### src/design/assert_macros.svh
// Assertion macros used by the hash index controller.
// Define NO_ASSERTIONS to compile them away.
`ifndef ASSERT_MACROS_SVH
`define ASSERT_MACROS_SVH
`ifndef NO_ASSERTIONS
`define ASSERT_IMPLIES(label, clk, rst_n, a, b) \
    label: assert property (@(posedge clk) disable iff (!rst_n) (a) |-> (b)) \
    else $error("assertion failed");
`define ASSERT_NEXT(label, clk, rst_n, a, b) \
    label: assert property (@(posedge clk) disable iff (!rst_n) (a) |=> (b)) \
    else $error("assertion failed");
`else
`define ASSERT_IMPLIES(label, clk, rst_n, a, b)
`define ASSERT_NEXT(label, clk, rst_n, a, b)
`endif
`endif

### src/design/pbhi_pkg.sv
// Package for the page buffer hash index: sizes, codes, command/status types.
// No dependencies.
package pbhi_pkg;
    localparam int BUCKET_COUNT_DEF = 1024;
    localparam int SLOT_COUNT_DEF   = 1024;
    localparam int TABLE_COUNT_DEF  = 2;
    localparam int PTR_W = 11;
    localparam logic [PTR_W-1:0] NIL_SLOT = 11'h7FF;
    localparam int KEY_W = 48;

    localparam logic [1:0] ACT_LOOKUP = 2'd0;
    localparam logic [1:0] ACT_INSERT = 2'd1;
    localparam logic [1:0] ACT_DELETE = 2'd2;
    localparam logic [1:0] ACT_CLEAR  = 2'd3;

    localparam logic [1:0] ST_OK       = 2'd0;
    localparam logic [1:0] ST_NOTFOUND = 2'd1;
    localparam logic [1:0] ST_RANGE    = 2'd2;

    // controller -> datapath
    typedef struct packed {
        logic latch;       // capture request
        logic head_rd;     // read bucket head
        logic head_take;   // cur <- head data, steps <- 0
        logic node_rd;     // read key/link of cur
        logic node_adv;    // prev <- cur, cur <- link, steps++
        logic ins_wr;      // write key, link, head
        logic del_head_wr; // head <- link of hit
        logic del_link_wr; // link[prev] <- link of hit
        logic clr_start;   // clear counter <- 0
        logic clr_wr;      // clear one bucket, advance
        logic set_status;  // load result
        logic [1:0] status;
        logic found_ok;    // found_slot <- cur
    } pbhi_cmd_t;

    // datapath -> controller
    typedef struct packed {
        logic [1:0] action;
        logic slot_bad;
        logic cur_end;     // cur nil, out of range or step bound reached
        logic key_hit;
        logic prev_nil;
        logic clr_last;
    } pbhi_sts_t;
endpackage

### src/design/pbhi_ctrl.sv
// Controller state machine of the hash index: sequences reads, chain walk and writes.
// Depends on pbhi_pkg and assert_macros.svh.
`include "assert_macros.svh"
module pbhi_ctrl (
    input  logic                clk,
    input  logic                rst_n,
    input  logic                s_tvalid,
    output logic                s_tready,
    output logic                m_tvalid,
    input  logic                m_tready,
    input  pbhi_pkg::pbhi_sts_t sts,
    output pbhi_pkg::pbhi_cmd_t cmd
);
    typedef enum logic [9:0] {
        S_INIT  = 10'b0000000001,
        S_IDLE  = 10'b0000000010,
        S_HEAD  = 10'b0000000100,
        S_HWAIT = 10'b0000001000,
        S_CHECK = 10'b0000010000,
        S_NWAIT = 10'b0000100000,
        S_TEST  = 10'b0001000000,
        S_DEL   = 10'b0010000000,
        S_CLR   = 10'b0100000000,
        S_DONE  = 10'b1000000000
    } state_t;

    state_t state_reg, state_next;
    logic   out_valid_reg, out_valid_next;

    // a new request is taken only in idle with the result slot free
    assign s_tready = (state_reg == S_IDLE) && (!out_valid_reg || m_tready);
    assign m_tvalid = out_valid_reg;

    always_comb
    begin
        state_next     = state_reg;
        out_valid_next = out_valid_reg && !m_tready;
        cmd            = '0;
        unique case (state_reg)
            S_INIT:
            begin
                // empty every bucket head after reset, no response
                cmd.clr_wr = 1'b1;
                if (sts.clr_last)
                    state_next = S_IDLE;
            end
            S_IDLE:
            begin
                if (s_tvalid && s_tready)
                begin
                    cmd.latch  = 1'b1;
                    state_next = S_HEAD;
                end
            end
            S_HEAD:
            begin
                if (sts.action == pbhi_pkg::ACT_CLEAR)
                begin
                    cmd.clr_start = 1'b1;
                    state_next    = S_CLR;
                end
                else if (sts.action == pbhi_pkg::ACT_INSERT && sts.slot_bad)
                begin
                    cmd.set_status = 1'b1;
                    cmd.status     = pbhi_pkg::ST_RANGE;
                    state_next     = S_DONE;
                end
                else
                begin
                    state_next = S_HWAIT;
                end
            end
            S_HWAIT:
            begin
                if (sts.action == pbhi_pkg::ACT_INSERT)
                begin
                    cmd.ins_wr     = 1'b1;
                    cmd.set_status = 1'b1;
                    cmd.status     = pbhi_pkg::ST_OK;
                    state_next     = S_DONE;
                end
                else
                begin
                    cmd.head_take = 1'b1;
                    state_next    = S_CHECK;
                end
            end
            S_CHECK:
            begin
                if (sts.cur_end)
                begin
                    cmd.set_status = 1'b1;
                    cmd.status     = pbhi_pkg::ST_NOTFOUND;
                    state_next     = S_DONE;
                end
                else
                begin
                    state_next = S_NWAIT;
                end
            end
            S_NWAIT:
            begin
                state_next = S_TEST;
            end
            S_TEST:
            begin
                if (!sts.key_hit)
                begin
                    cmd.node_adv = 1'b1;
                    state_next   = S_CHECK;
                end
                else if (sts.action == pbhi_pkg::ACT_LOOKUP)
                begin
                    cmd.set_status = 1'b1;
                    cmd.status     = pbhi_pkg::ST_OK;
                    cmd.found_ok   = 1'b1;
                    state_next     = S_DONE;
                end
                else
                begin
                    state_next = S_DEL;
                end
            end
            S_DEL:
            begin
                // link of the hit is still on the link RAM output
                cmd.del_head_wr = sts.prev_nil;
                cmd.del_link_wr = !sts.prev_nil;
                cmd.set_status  = 1'b1;
                cmd.status      = pbhi_pkg::ST_OK;
                state_next      = S_DONE;
            end
            S_CLR:
            begin
                cmd.clr_wr = 1'b1;
                if (sts.clr_last)
                begin
                    cmd.set_status = 1'b1;
                    cmd.status     = pbhi_pkg::ST_OK;
                    state_next     = S_DONE;
                end
            end
            S_DONE:
            begin
                out_valid_next = 1'b1;
                state_next     = S_IDLE;
            end
            default:
            begin
                state_next = S_IDLE;
            end
        endcase
    end

    always_ff @(posedge clk or negedge rst_n)
    begin
        if (!rst_n)
        begin
            state_reg     <= S_INIT;
            out_valid_reg <= 1'b0;
        end
        else
        begin
            state_reg     <= state_next;
            out_valid_reg <= out_valid_next;
        end
    end

    `ASSERT_IMPLIES(a_ready_idle, clk, rst_n, s_tready, state_reg == S_IDLE)
    `ASSERT_NEXT(a_done_valid, clk, rst_n, state_reg == S_DONE, m_tvalid)
    `ASSERT_IMPLIES(a_one_write, clk, rst_n, 1'b1,
        $countones({cmd.ins_wr, cmd.del_head_wr, cmd.del_link_wr, cmd.clr_wr}) <= 1)
endmodule

### config.mk
export PLATFORM = sky130hd
export DESIGN_NAME = pbhi_ctrl
export DESIGN_NICKNAME = d
export VERILOG_FILES = /design/src/design/pbhi_pkg.sv /design/src/design/pbhi_ctrl.sv
export VERILOG_INCLUDE_DIRS = /design/src /design/src/design
export SDC_FILE = /design/constraint.sdc
export NUM_CORES = 1
export LEC_CHECK = 0
export BUFFER_PORTS_ARGS = -buffer_cell sky130_fd_sc_hd__buf_2
export CORE_ASPECT_RATIO = 0.8
export CORE_MARGIN = 5
export CORE_UTILIZATION = 49
export DETAILED_ROUTE_END_ITERATION = 10
export PLACE_DENSITY = 0.86
export SLEW_MARGIN = 30
export SYNTH_ARGS = -nofsm -noshare
export SYNTH_HDL_FRONTEND = slang
export SYNTH_SLANG_ARGS = --single-unit
### constraint.sdc
create_clock -name clk -period 2.7 [get_ports clk]
set_input_delay 0.81 -clock clk [delete_from_list [all_inputs] [get_ports clk]]
set_output_delay 0.81 -clock clk [all_outputs]
set_load 0.1 [all_outputs]
# After elaboration in Yosys (flattened, before gate mapping)
# Index checks and enable logic that the tools add are counted.
# W data, S select, Z words.
word_totals:
  elab_cells: 60
  output_inout_bits: 16
  romBits: 0
  latch_bits: 0
  mem_count: 0
  in_bits: 11
  ramBits: 0
  ff_bits: 11
op_classes:
  add_sub_neg: 0
  bitwise: 0
  n_eq_ne: 15
  muxes: 32
  n_shift: 0
  n_mul: 0
  magnitude_cmp: 0
  n_reduce_logical: 11
  div: 0
op_table:
  columns: ["operator", "count"]
  rows:
  - ["$mux W10", 9]
  - ["$pmux W10 S9", 1]
  - ["$pmux W3 S6", 1]
  - ["$mux W3", 5]
  - ["$mux W1", 13]
  - ["$eq A10 B1 Y1 const B", 1]
  - ["$eq A10 B10 Y1 const B", 1]
  - ["$eq A10 B2 Y1 const B", 1]
  - ["$eq A10 B3 Y1 const B", 1]
  - ["$eq A10 B4 Y1 const B", 1]
  - ["$eq A10 B5 Y1 const B", 1]
  - ["$eq A10 B6 Y1 const B", 1]
  - ["$eq A10 B7 Y1 const B", 1]
  - ["$eq A10 B8 Y1 const B", 1]
  - ["$eq A10 B9 Y1 const B", 1]
  - ["$mux W4", 2]
  - ["$logic_and A1 B1 Y1", 4]
  - ["$ne A2 B2 Y1 const B", 2]
  - ["$logic_not A1 Y1", 3]
  - ["$reduce_and A3 Y1", 1]
  - ["$eq A2 B1 Y1 const B", 1]
  - ["$eq A2 B2 Y1 const B", 1]
  - ["$logic_not A2 Y1", 1]
  - ["$mux W2", 1]
  - ["other kinds (3)", 3]

# Depth between registers and ports, before layout
# Gate-level depths: netlist (run 1).
logic_depth:
  depth_word: 6
  ltp_mapped: 5
  depth_no_buf: 4

# Worst setup path before layout (run 1)
# No wires, ideal clock.
synth_timing:
  kind: "register -> output"
  start: "reg state_reg[0]"
  end: "out cmd[8] (netlist name)"
  stages_incl_launch_ff: 6
  slack_ns: -1.734
  arrival_ns: 3.624
  required_time_ns: 1.890
  path_cell_list: "dfstp_2 > buf_2 > or4_1 > nor3_2 > nand3_1 > nor3b_1"
synth_lines:
  columns: ["item", "line_no", "text"]
  rows:
  - ["from (decl)", "pbhi_ctrl.sv:27", "state_t state_reg, state_next;"]
  - ["from (signal assigned)", "pbhi_ctrl.sv:164", "state_reg <= state_next;"]
  - ["to (decl)", "pbhi_ctrl.sv:12", "output pbhi_pkg::pbhi_cmd_t cmd"]

==> results.md, run 1 <==
- Status: finished, violations left
- Failing checks: negative setup slack
- GR Layer Usage met1: 0.390
- Kind of critical path: flip-flop to output port
- Critical path startpoint category: flip-flop
- Crit path cell chain: or4_4, nor4b_2, buf_4, a41oi_1, nand4b_1, buf_12
- Comb power frac: 0.707
- Final core utilization: 0.906
- Post-Synth Adder-Cell Area: 0
- Post-Synthesis Cells: 97
- Multi-input gate area: 604 sq um
- Root Buffer: clkbuf_4
- Final WS setup: -0.497 ns
- Tot GR Track Use: 0.331
- Net count, final: between 150 and 200
- Area grow syn2layout: 75.3%
- Compound-cell area share of the yosys netlist: 0.0863
- Main combinational cell family by area after synthesis: simple AND/OR/NAND/NOR gates
- Drt drc: 0
- Post-route cell area: 1470 sq um
- Largest net degree at the start of global routing: 12
- N_diodes: 0
- Crit path largest cell delay: about 0.54 ns
- GRT Residual Overflow: 0
- Max reg flops: 10
- # clock sinks: 11
- Fin Hold WS: ~0.39 ns
- VDD IR max: about 800 uV
- Main area contributors after synthesis: dfrtp_1 (30%), nor2_1 (5.8%), nor2b_1 (4.5%)
- I/O pin cnt: 27
- Post-Syn Area: 841 sq um
- Worst Setup End Kind: output port
- Yosys cell types: 42
- Post-synthesis simple-gate area fraction: 0.479
- WP buf/inv: 2
- Clk pin slew, worst setup/hold paths: 0.09 ns
- Share of cells above drive strength 1: 0.556
- Die Span X: 56.3 microns
- HPWL after DPL: roughly 2700 microns
- Cell Rows: 13
- Met3 usage: 0.0879
- Antenna violations before repair: 1
- Period minus WS final: 3.20 ns
- R2r setup slk: 0.60 ns
- Int Power: ~570 uW
- CTS tree: built
- GR peak layer: met2
- Worst Clk Skew: 0.00561 ns
- Syn_area_per_cell: 8.67 sq um
- Final Cycle Share: 1.18
- Total Wirelength: ~4500 microns
- Core area: 1630 sq um
- Max-cap viol count: 0
- Post-route non-filler standard cell count: 166
- Required time worst endpoint: 1.89 ns
- Cell accounting for the most synthesized area: dfrtp_1
- DR WL/cell: 27.3 microns
- Post-cts hold buffer count: 0
- M2 GR Usage: 0.569
- Worst hold path type: primary input to async pin
- Die Ht: 47.1 microns
- # fillers: 59
- Pwr Total: 1170 uW
- RSZ-0062 raised after global routing: true
- Port Buf Inserts: 24
- Post-synth EDFFs: 0
- Die footprint: approximately 2600 sq um
- Clock network power share: 0.109
- DRT antenna net count: 0
- Routed vias: about 1200
- Synth top area share: 0.298
- FMAX: 313 MHz
- Dpl cells: between 150 and 200
- Reg power frac: 0.184
- CP top delay family: simple AND/OR/NAND/NOR gates
- Worst-Skew Late Latency: 0.28 ns
- DRT iter0 DRCs: 172
- Via/cell ratio: approximately 7.3
- Net Sw Frac: 0.515
- GP Congestion: 0.902
- Final setup viols: 12
- Slowest cell on the critical path: or4_4
- XOR/XNOR Fraction of Synth Area: 0.0313
- Sw power: 604 uW
- PD cells: 795 nW/um^2
- Seq/Total Area, Yosys: 0.329
- Number of global-route vias before repair: 1187
- Async S/R FF share, synth: 1.00
- Sequential cell area: between 200 and 300 sq um
- Longest Clk Path Bufs: 2
- Static leakage: 0.000679 uW
- Most used DFF post-synth: dfrtp_1
- CTS H-tree lvls: 1
- Post-synthesis mux area share: 0
- Post-DP Area: 1360 sq um
- CP Data Arrival Time: around 2.4 ns
- Initial Utilization: 0.517
- Cts bufs inserted: 3
- Synth top cells by count: nor2_1 (13), dfrtp_1 (10), nor2b_1 (6)
- Top-count cell post-synth: nor2_1
- Slew Limit Fails: 0
- Synth warnings: 0
- Final Hold Viols: 0
- DRT Pass-1 Iters: 6
- CP max FO: 3
- Synth Register Bits: 11
- Global-route wire length before repair: 6370 microns
placed cells by master, fill, tap and decap left out, types with 3 or more instances in the layout:
cell      netlist  layout
nand4b_1        4       4
dfrtp_1        10       8
clkbuf_4        0       3
buf_4           2      25
nand3_1         4       3
buf_2           2      11
nor3_1          4       3
nand2_1         3       3
nor2b_1         6       5
buf_12          0      13
nor2_4          0       3
nor2_1         13       9
worst reg2reg max path, stage by stage, from the launching register on:
cell	delay, ns
dfrtp_1	0.45
or4_4	0.54
nor4b_2	0.38
buf_4	0.20
a41oi_1	0.08
buf_4	0.21
nand4b_1	0.15
timing repair:
item	4_1_cts	5_1_grt
endpoints found under the setup margin	11	13
pin swaps	1	3
setup buffers	5	1
resized for setup	4	8
hold endpoints to repair	0	0
per-layer routing:
metal | share of wire | wire length (microns)
met5 | 0.0029 | 13
met4 | 0.088 | 399
met3 | 0.18 | 815
met2 | 0.40 | 1810
met1 | 0.33 | 1500
kinds of logic (layout without fill, tap and decap cells):
logic type             count (synthesis)  in the layout
flip-flops                            11             11
XOR/XNOR                               3              3
other                                  1              2
AO/OA/AOI/OAI                         10             10
buffers and inverters                 11             57
AND/OR/NAND/NOR                       61             61
metrics by stage:
step | setup WS [ns] | TNS [ns]
2_1_floorplan | -0.552 | -2.10
3_3_place_gp | -0.0109 | -0.0161
3_5_place_dp | -0.104 | -0.258
4_1_cts | -0.361 | -2.54
5_1_grt | -0.473 | -3.45
6_report | -0.497 | -3.59
cell type report:
type,instances,area share
flip-flops and latches,11,0.189
clock buffers,4,0.0178
well taps,22,0.0187
multi-input cells,76,0.410
repair buffers,51,0.357
inverters,2,0.00764
power groups by stage:
stage,sequential [uW],combinational [uW],clock [uW]
2_1_floorplan,204,497,0
3_3_place_gp,207,677,0
3_5_place_dp,211,713,0
4_1_cts,209,760,124
5_1_grt,216,844,131
6_report,215,828,128
worst paths after layout:
| check | startpoint | end | depth (start not counted) |
|---|---|---|---|
| worst max-delay path | state_reg[8] | cmd[3] | 6 |
| worst min-delay path | rst_n | m_tvalid | 1 |
| worst max register to register | state_reg[8] | state_reg[9] | 6 |
| worst min register to register | state_reg[1] | state_reg[0] | 2 |
| max in group asynchronous | rst_n | state_reg[0] | 1 |
| min in group clk | state_reg[1] | state_reg[0] | 2 |
No activity file was read; power rests on OpenSTA's default activity.
==> run 2, diff against run 1 <==
--- a/config.mk
+++ b/config.mk
@@ -8,7 +8,6 @@
 export LEC_CHECK = 0
 export BUFFER_PORTS_ARGS = -buffer_cell sky130_fd_sc_hd__buf_2
 export CORE_ASPECT_RATIO = 0.8
-export CORE_MARGIN = 5
 export CORE_UTILIZATION = 49
 export DETAILED_ROUTE_END_ITERATION = 10
 export PLACE_DENSITY = 0.86
==> run 2 against run 1 <==
Area after synthesis unchanged. Synthesized cell count unchanged. The run now fails in clock tree synthesis (4_1_cts).
==> results.md, run 2 <==
- Status: aborted with a tool error
- Failed at: clock tree synthesis (4_1_cts)
- Err: [ERROR DPL-0033] detailed placement checks failed during check placement.
- Setup bufs post-CTS: 3 (-2)
- Synth warnings: 0 (unchanged)
- GP Congestion: 0.937 (+3.9%)
- Setup WS pre-CTS: -0.162 ns (-0.0576 ns)
- Post-synth EDFFs: 0 (unchanged)
- Post-Synthesis Cells: 97 (unchanged)
- # clock sinks: 11 (unchanged)
- Die Span X: 48.3 microns (-14%)
- HPWL after DPL: 2740 microns (+3.2%)
- Top-count cell post-synth: nor2_1
- PostCTS Resize Cnt: 8 (+4)
- Die Ht: 39.1 microns (-17%)
- I/O pin cnt: 27 (unchanged)
- CTS H-tree lvls: 1 (unchanged)
- Cell Rows: 12 (-1)
- Async S/R FF share, synth: 1.00 (unchanged)
- Cts bufs inserted: 3 (unchanged)
- Yosys cell types: 42 (unchanged)
- Root Buffer: clkbuf_4
- Synth Register Bits: 11 (unchanged)
- Main area contributors after synthesis: dfrtp_1 (30%), nor2_1 (5.8%), nor2b_1 (4.5%)
- Seq/Total Area, Yosys: 0.329 (unchanged)
- Post-cts hold buffer count: 0 (unchanged)
- Initial Utilization: 0.566 (+0.0487)
- Syn_area_per_cell: 8.67 sq um (unchanged)
- Most used DFF post-synth: dfrtp_1
- Port Buf Inserts: 24 (unchanged)
- Synth top cells by count: nor2_1 (13), dfrtp_1 (10), nor2b_1 (6)
- Longest Clk Path Bufs: 2 (unchanged)
- Post-Syn Area: 841 sq um (unchanged)
- Cell accounting for the most synthesized area: dfrtp_1
- Synth top area share: 0.298 (unchanged)
run 2: cell counts after synthesis:
No cell type changed its count.
run 2: stage by stage:
step	hold WS [ns]	util	cells	setup TNS (ns)	area [sq um]
after floorplan	0.498	-	98	-2.10	922
after global placement	0.510	0.912	155	0	1360
after detailed placement	0.528	0.912	155	-0.397	1360
run 2: kinds of logic after synthesis:
kind of cell | count (synthesis) | synth area share
other | 1 | 0.00446
buffers and inverters | 11 | 0.0699
DFF | 11 | 0.329
AOI/OAI and AO/OA | 10 | 0.0863
and+or+nand+nor | 61 | 0.479
xor gates and xnor gates | 3 | 0.0313
==> run 3, diff against run 2 <==
--- a/config.mk
+++ b/config.mk
@@ -7,10 +7,10 @@
 export NUM_CORES = 1
 export LEC_CHECK = 0
 export BUFFER_PORTS_ARGS = -buffer_cell sky130_fd_sc_hd__buf_2
-export CORE_ASPECT_RATIO = 0.8
-export CORE_UTILIZATION = 49
+export CORE_AREA = 2 2 63 65
 export DETAILED_ROUTE_END_ITERATION = 10
-export PLACE_DENSITY = 0.86
+export DIE_AREA = 0 0 65 67
+export PLACE_DENSITY_LB_ADDON = 0.15
 export SLEW_MARGIN = 30
 export SYNTH_ARGS = -nofsm -noshare
 export SYNTH_HDL_FRONTEND = slang
==> run 3 against run 2 <==
The flow now finishes, with violations (negative setup slack).
==> results.md, run 3 (synthesized netlist as in run 1, its figures left out) <==
- Status: finished, violations left
- Failing checks: negative setup slack
- Int Power: 606 uW
- Critical path startpoint: state_reg[4]
- Post-route cell area: 1500 sq um
- RR Startpoint: state_reg[4]
- Number of global-route vias before repair: approximately 940
- Critical path startpoint category: flip-flop
- Die Ht: 67 microns (+72%)
- Worst hold path type: primary input to async pin
- Post-route non-filler standard cell count: 191
- Total Wirelength: 2560 microns
- Final Hold Viols: 0
- Cell Rows: 22 (+10)
- Net Sw Frac: 0.456
- Required time worst endpoint: 1.89 ns
- Core area: 3610 sq um
- # clock sinks: 11 (unchanged)
- Max-cap viol count: 0
- GRT Residual Overflow: 0
- Longest Clk Path Bufs: 2 (unchanged)
- Routed vias: 898
- WP buf/inv: 1
- Slew Limit Fails: 0
- Kind of critical path: flip-flop to output port
- Dpl cells: 183 (+18%)
- Root Buffer: clkbuf_8
- PD cells: 742 nW/um^2
- Slowest cell on the critical path: or4_4
- HPWL after DPL: 2090 microns (-24%)
- VDD IR max: 211 uV
- Pwr Total: around 1100 uW
- Post-DP Area: 1400 sq um (+3.0%)
- Final core utilization: 0.416
- CTS H-tree lvls: 1 (unchanged)
- Net count, final: 155
- RSZ-0062 raised after global routing: true
- GP Congestion: 0.797 (-15%)
- FMAX: 336 MHz
- Clock network power share: 0.147
- Period minus WS final: between 2 and 3 ns
- Commonest non-fill, non-tap cell in the layout: buf_4
- Largest net degree at the start of global routing: 12
- Static leakage: 0.000684 uW
- Global-route wire length before repair: 4370 microns
- Final WS setup: -0.274 ns
- Crit path cell chain: or4_4, or3_4, or2_4, nor2b_4, buf_12
- Clk pin slew, worst setup/hold paths: around 0.050 ns
- DRT Pass-1 Iters: 4
- Multi-input gate area: 591 sq um
- DRT antenna net count: 0
- Drt drc: 0
- Worst Setup End Kind: output port
- Antenna violations before repair: 0
- Worst-Skew Late Latency: 0.23 ns
- CP top delay family: simple AND/OR/NAND/NOR gates
- Cts bufs inserted: 3 (unchanged)
- Comb power frac: 0.665
- # fillers: between 300 and 400
- DR WL/cell: 13.4 microns
- DRT iter0 DRCs: 56
- Crit path largest cell delay: 0.56 ns
- N_diodes: 0
- Highest-count cells in the layout ignoring fill and taps: buf_4 (24), buf_12 (13), buf_2 (11)
- Via/cell ratio: between 4 and 5
- Tot GR Track Use: 0.130
- CP max FO: 3
- Die Span X: 65 microns (+35%)
- Port Buf Inserts: 24 (unchanged)
- Reg power frac: 0.188
- Worst Clk Skew: 0.00292 ns
- CP Data Arrival Time: ~2.2 ns
- Initial Utilization: 0.233 (-0.332)
- Sw power: 507 uW
- Post-cts hold buffer count: 0 (unchanged)
- I/O pin cnt: 27 (unchanged)
- Final setup viols: 10
- Area grow syn2layout: 78.6%
- Final Cycle Share: 1.10
- CTS tree: built
- Sequential cell area: 277 sq um
- Die footprint: 4360 sq um
- Max reg flops: 10
- Share of cells above drive strength 1: 0.531
run 3: final cells by class:
cell class | instances | area share
inverters | 2 | 0.00750
well taps | 48 | 0.0400
clock buffers | 4 | 0.0300
flip-flops and latches | 11 | 0.184
repair buffers | 50 | 0.345
multi-input cells | 76 | 0.393
run 3: metrics by stage:
step / hold WS [ns] / setup TNS, ns / setup slack [ns]
6_report: 0.443 / -1.45 / -0.274
5_1_grt: 0.459 / -2.30 / -0.333
4_1_cts: 0.450 / -1.76 / -0.266
3_5_place_dp: 0.551 / -0.00938 / -0.00938
3_3_place_gp: 0.550 / -0.0147 / -0.0147
2_1_floorplan: 0.498 / -2.10 / -0.552
run 3: routing by layer:
layer  global-route usage  vias to the layer above  routed length [microns]
li1                     -                      447                        -
met1                0.165                      424                     1170
met2                0.219                       25                     1240
met3               0.0287                        2                      136
met4               0.0399                        0                       18
met5                    0                        -                        0
run 3: power groups by stage:
stage          combinational, uW  sequential [uW]  clock (uW)
6_report                     740              210         163
2_1_floorplan                497              204           0
3_5_place_dp                 716              211           0
3_3_place_gp                 715              209           0
5_1_grt                      786              212         184
4_1_cts                      729              208         171
run 3: final timing paths:
path	slack (ns)	endpoint	cells past startpoint
max	-0.27	s_tready	5
min	0.44	state_reg[6]	1
max reg2reg	0.70	state_reg[1]	5
min reg2reg	0.55	m_tvalid	2
max in group asynchronous	1.98	state_reg[0]	1
min in group clk	0.55	m_tvalid	2
run 3: what timing repair did:
action | 4_1_cts | 5_1_grt
endpoints found under the hold margin | 0 | 0
setup buffers | 2 | 2
pin swaps | 3 | 8
cloned | 0 | 0
setup endpoints to repair | 10 | 11
resized for setup | 5 | 2
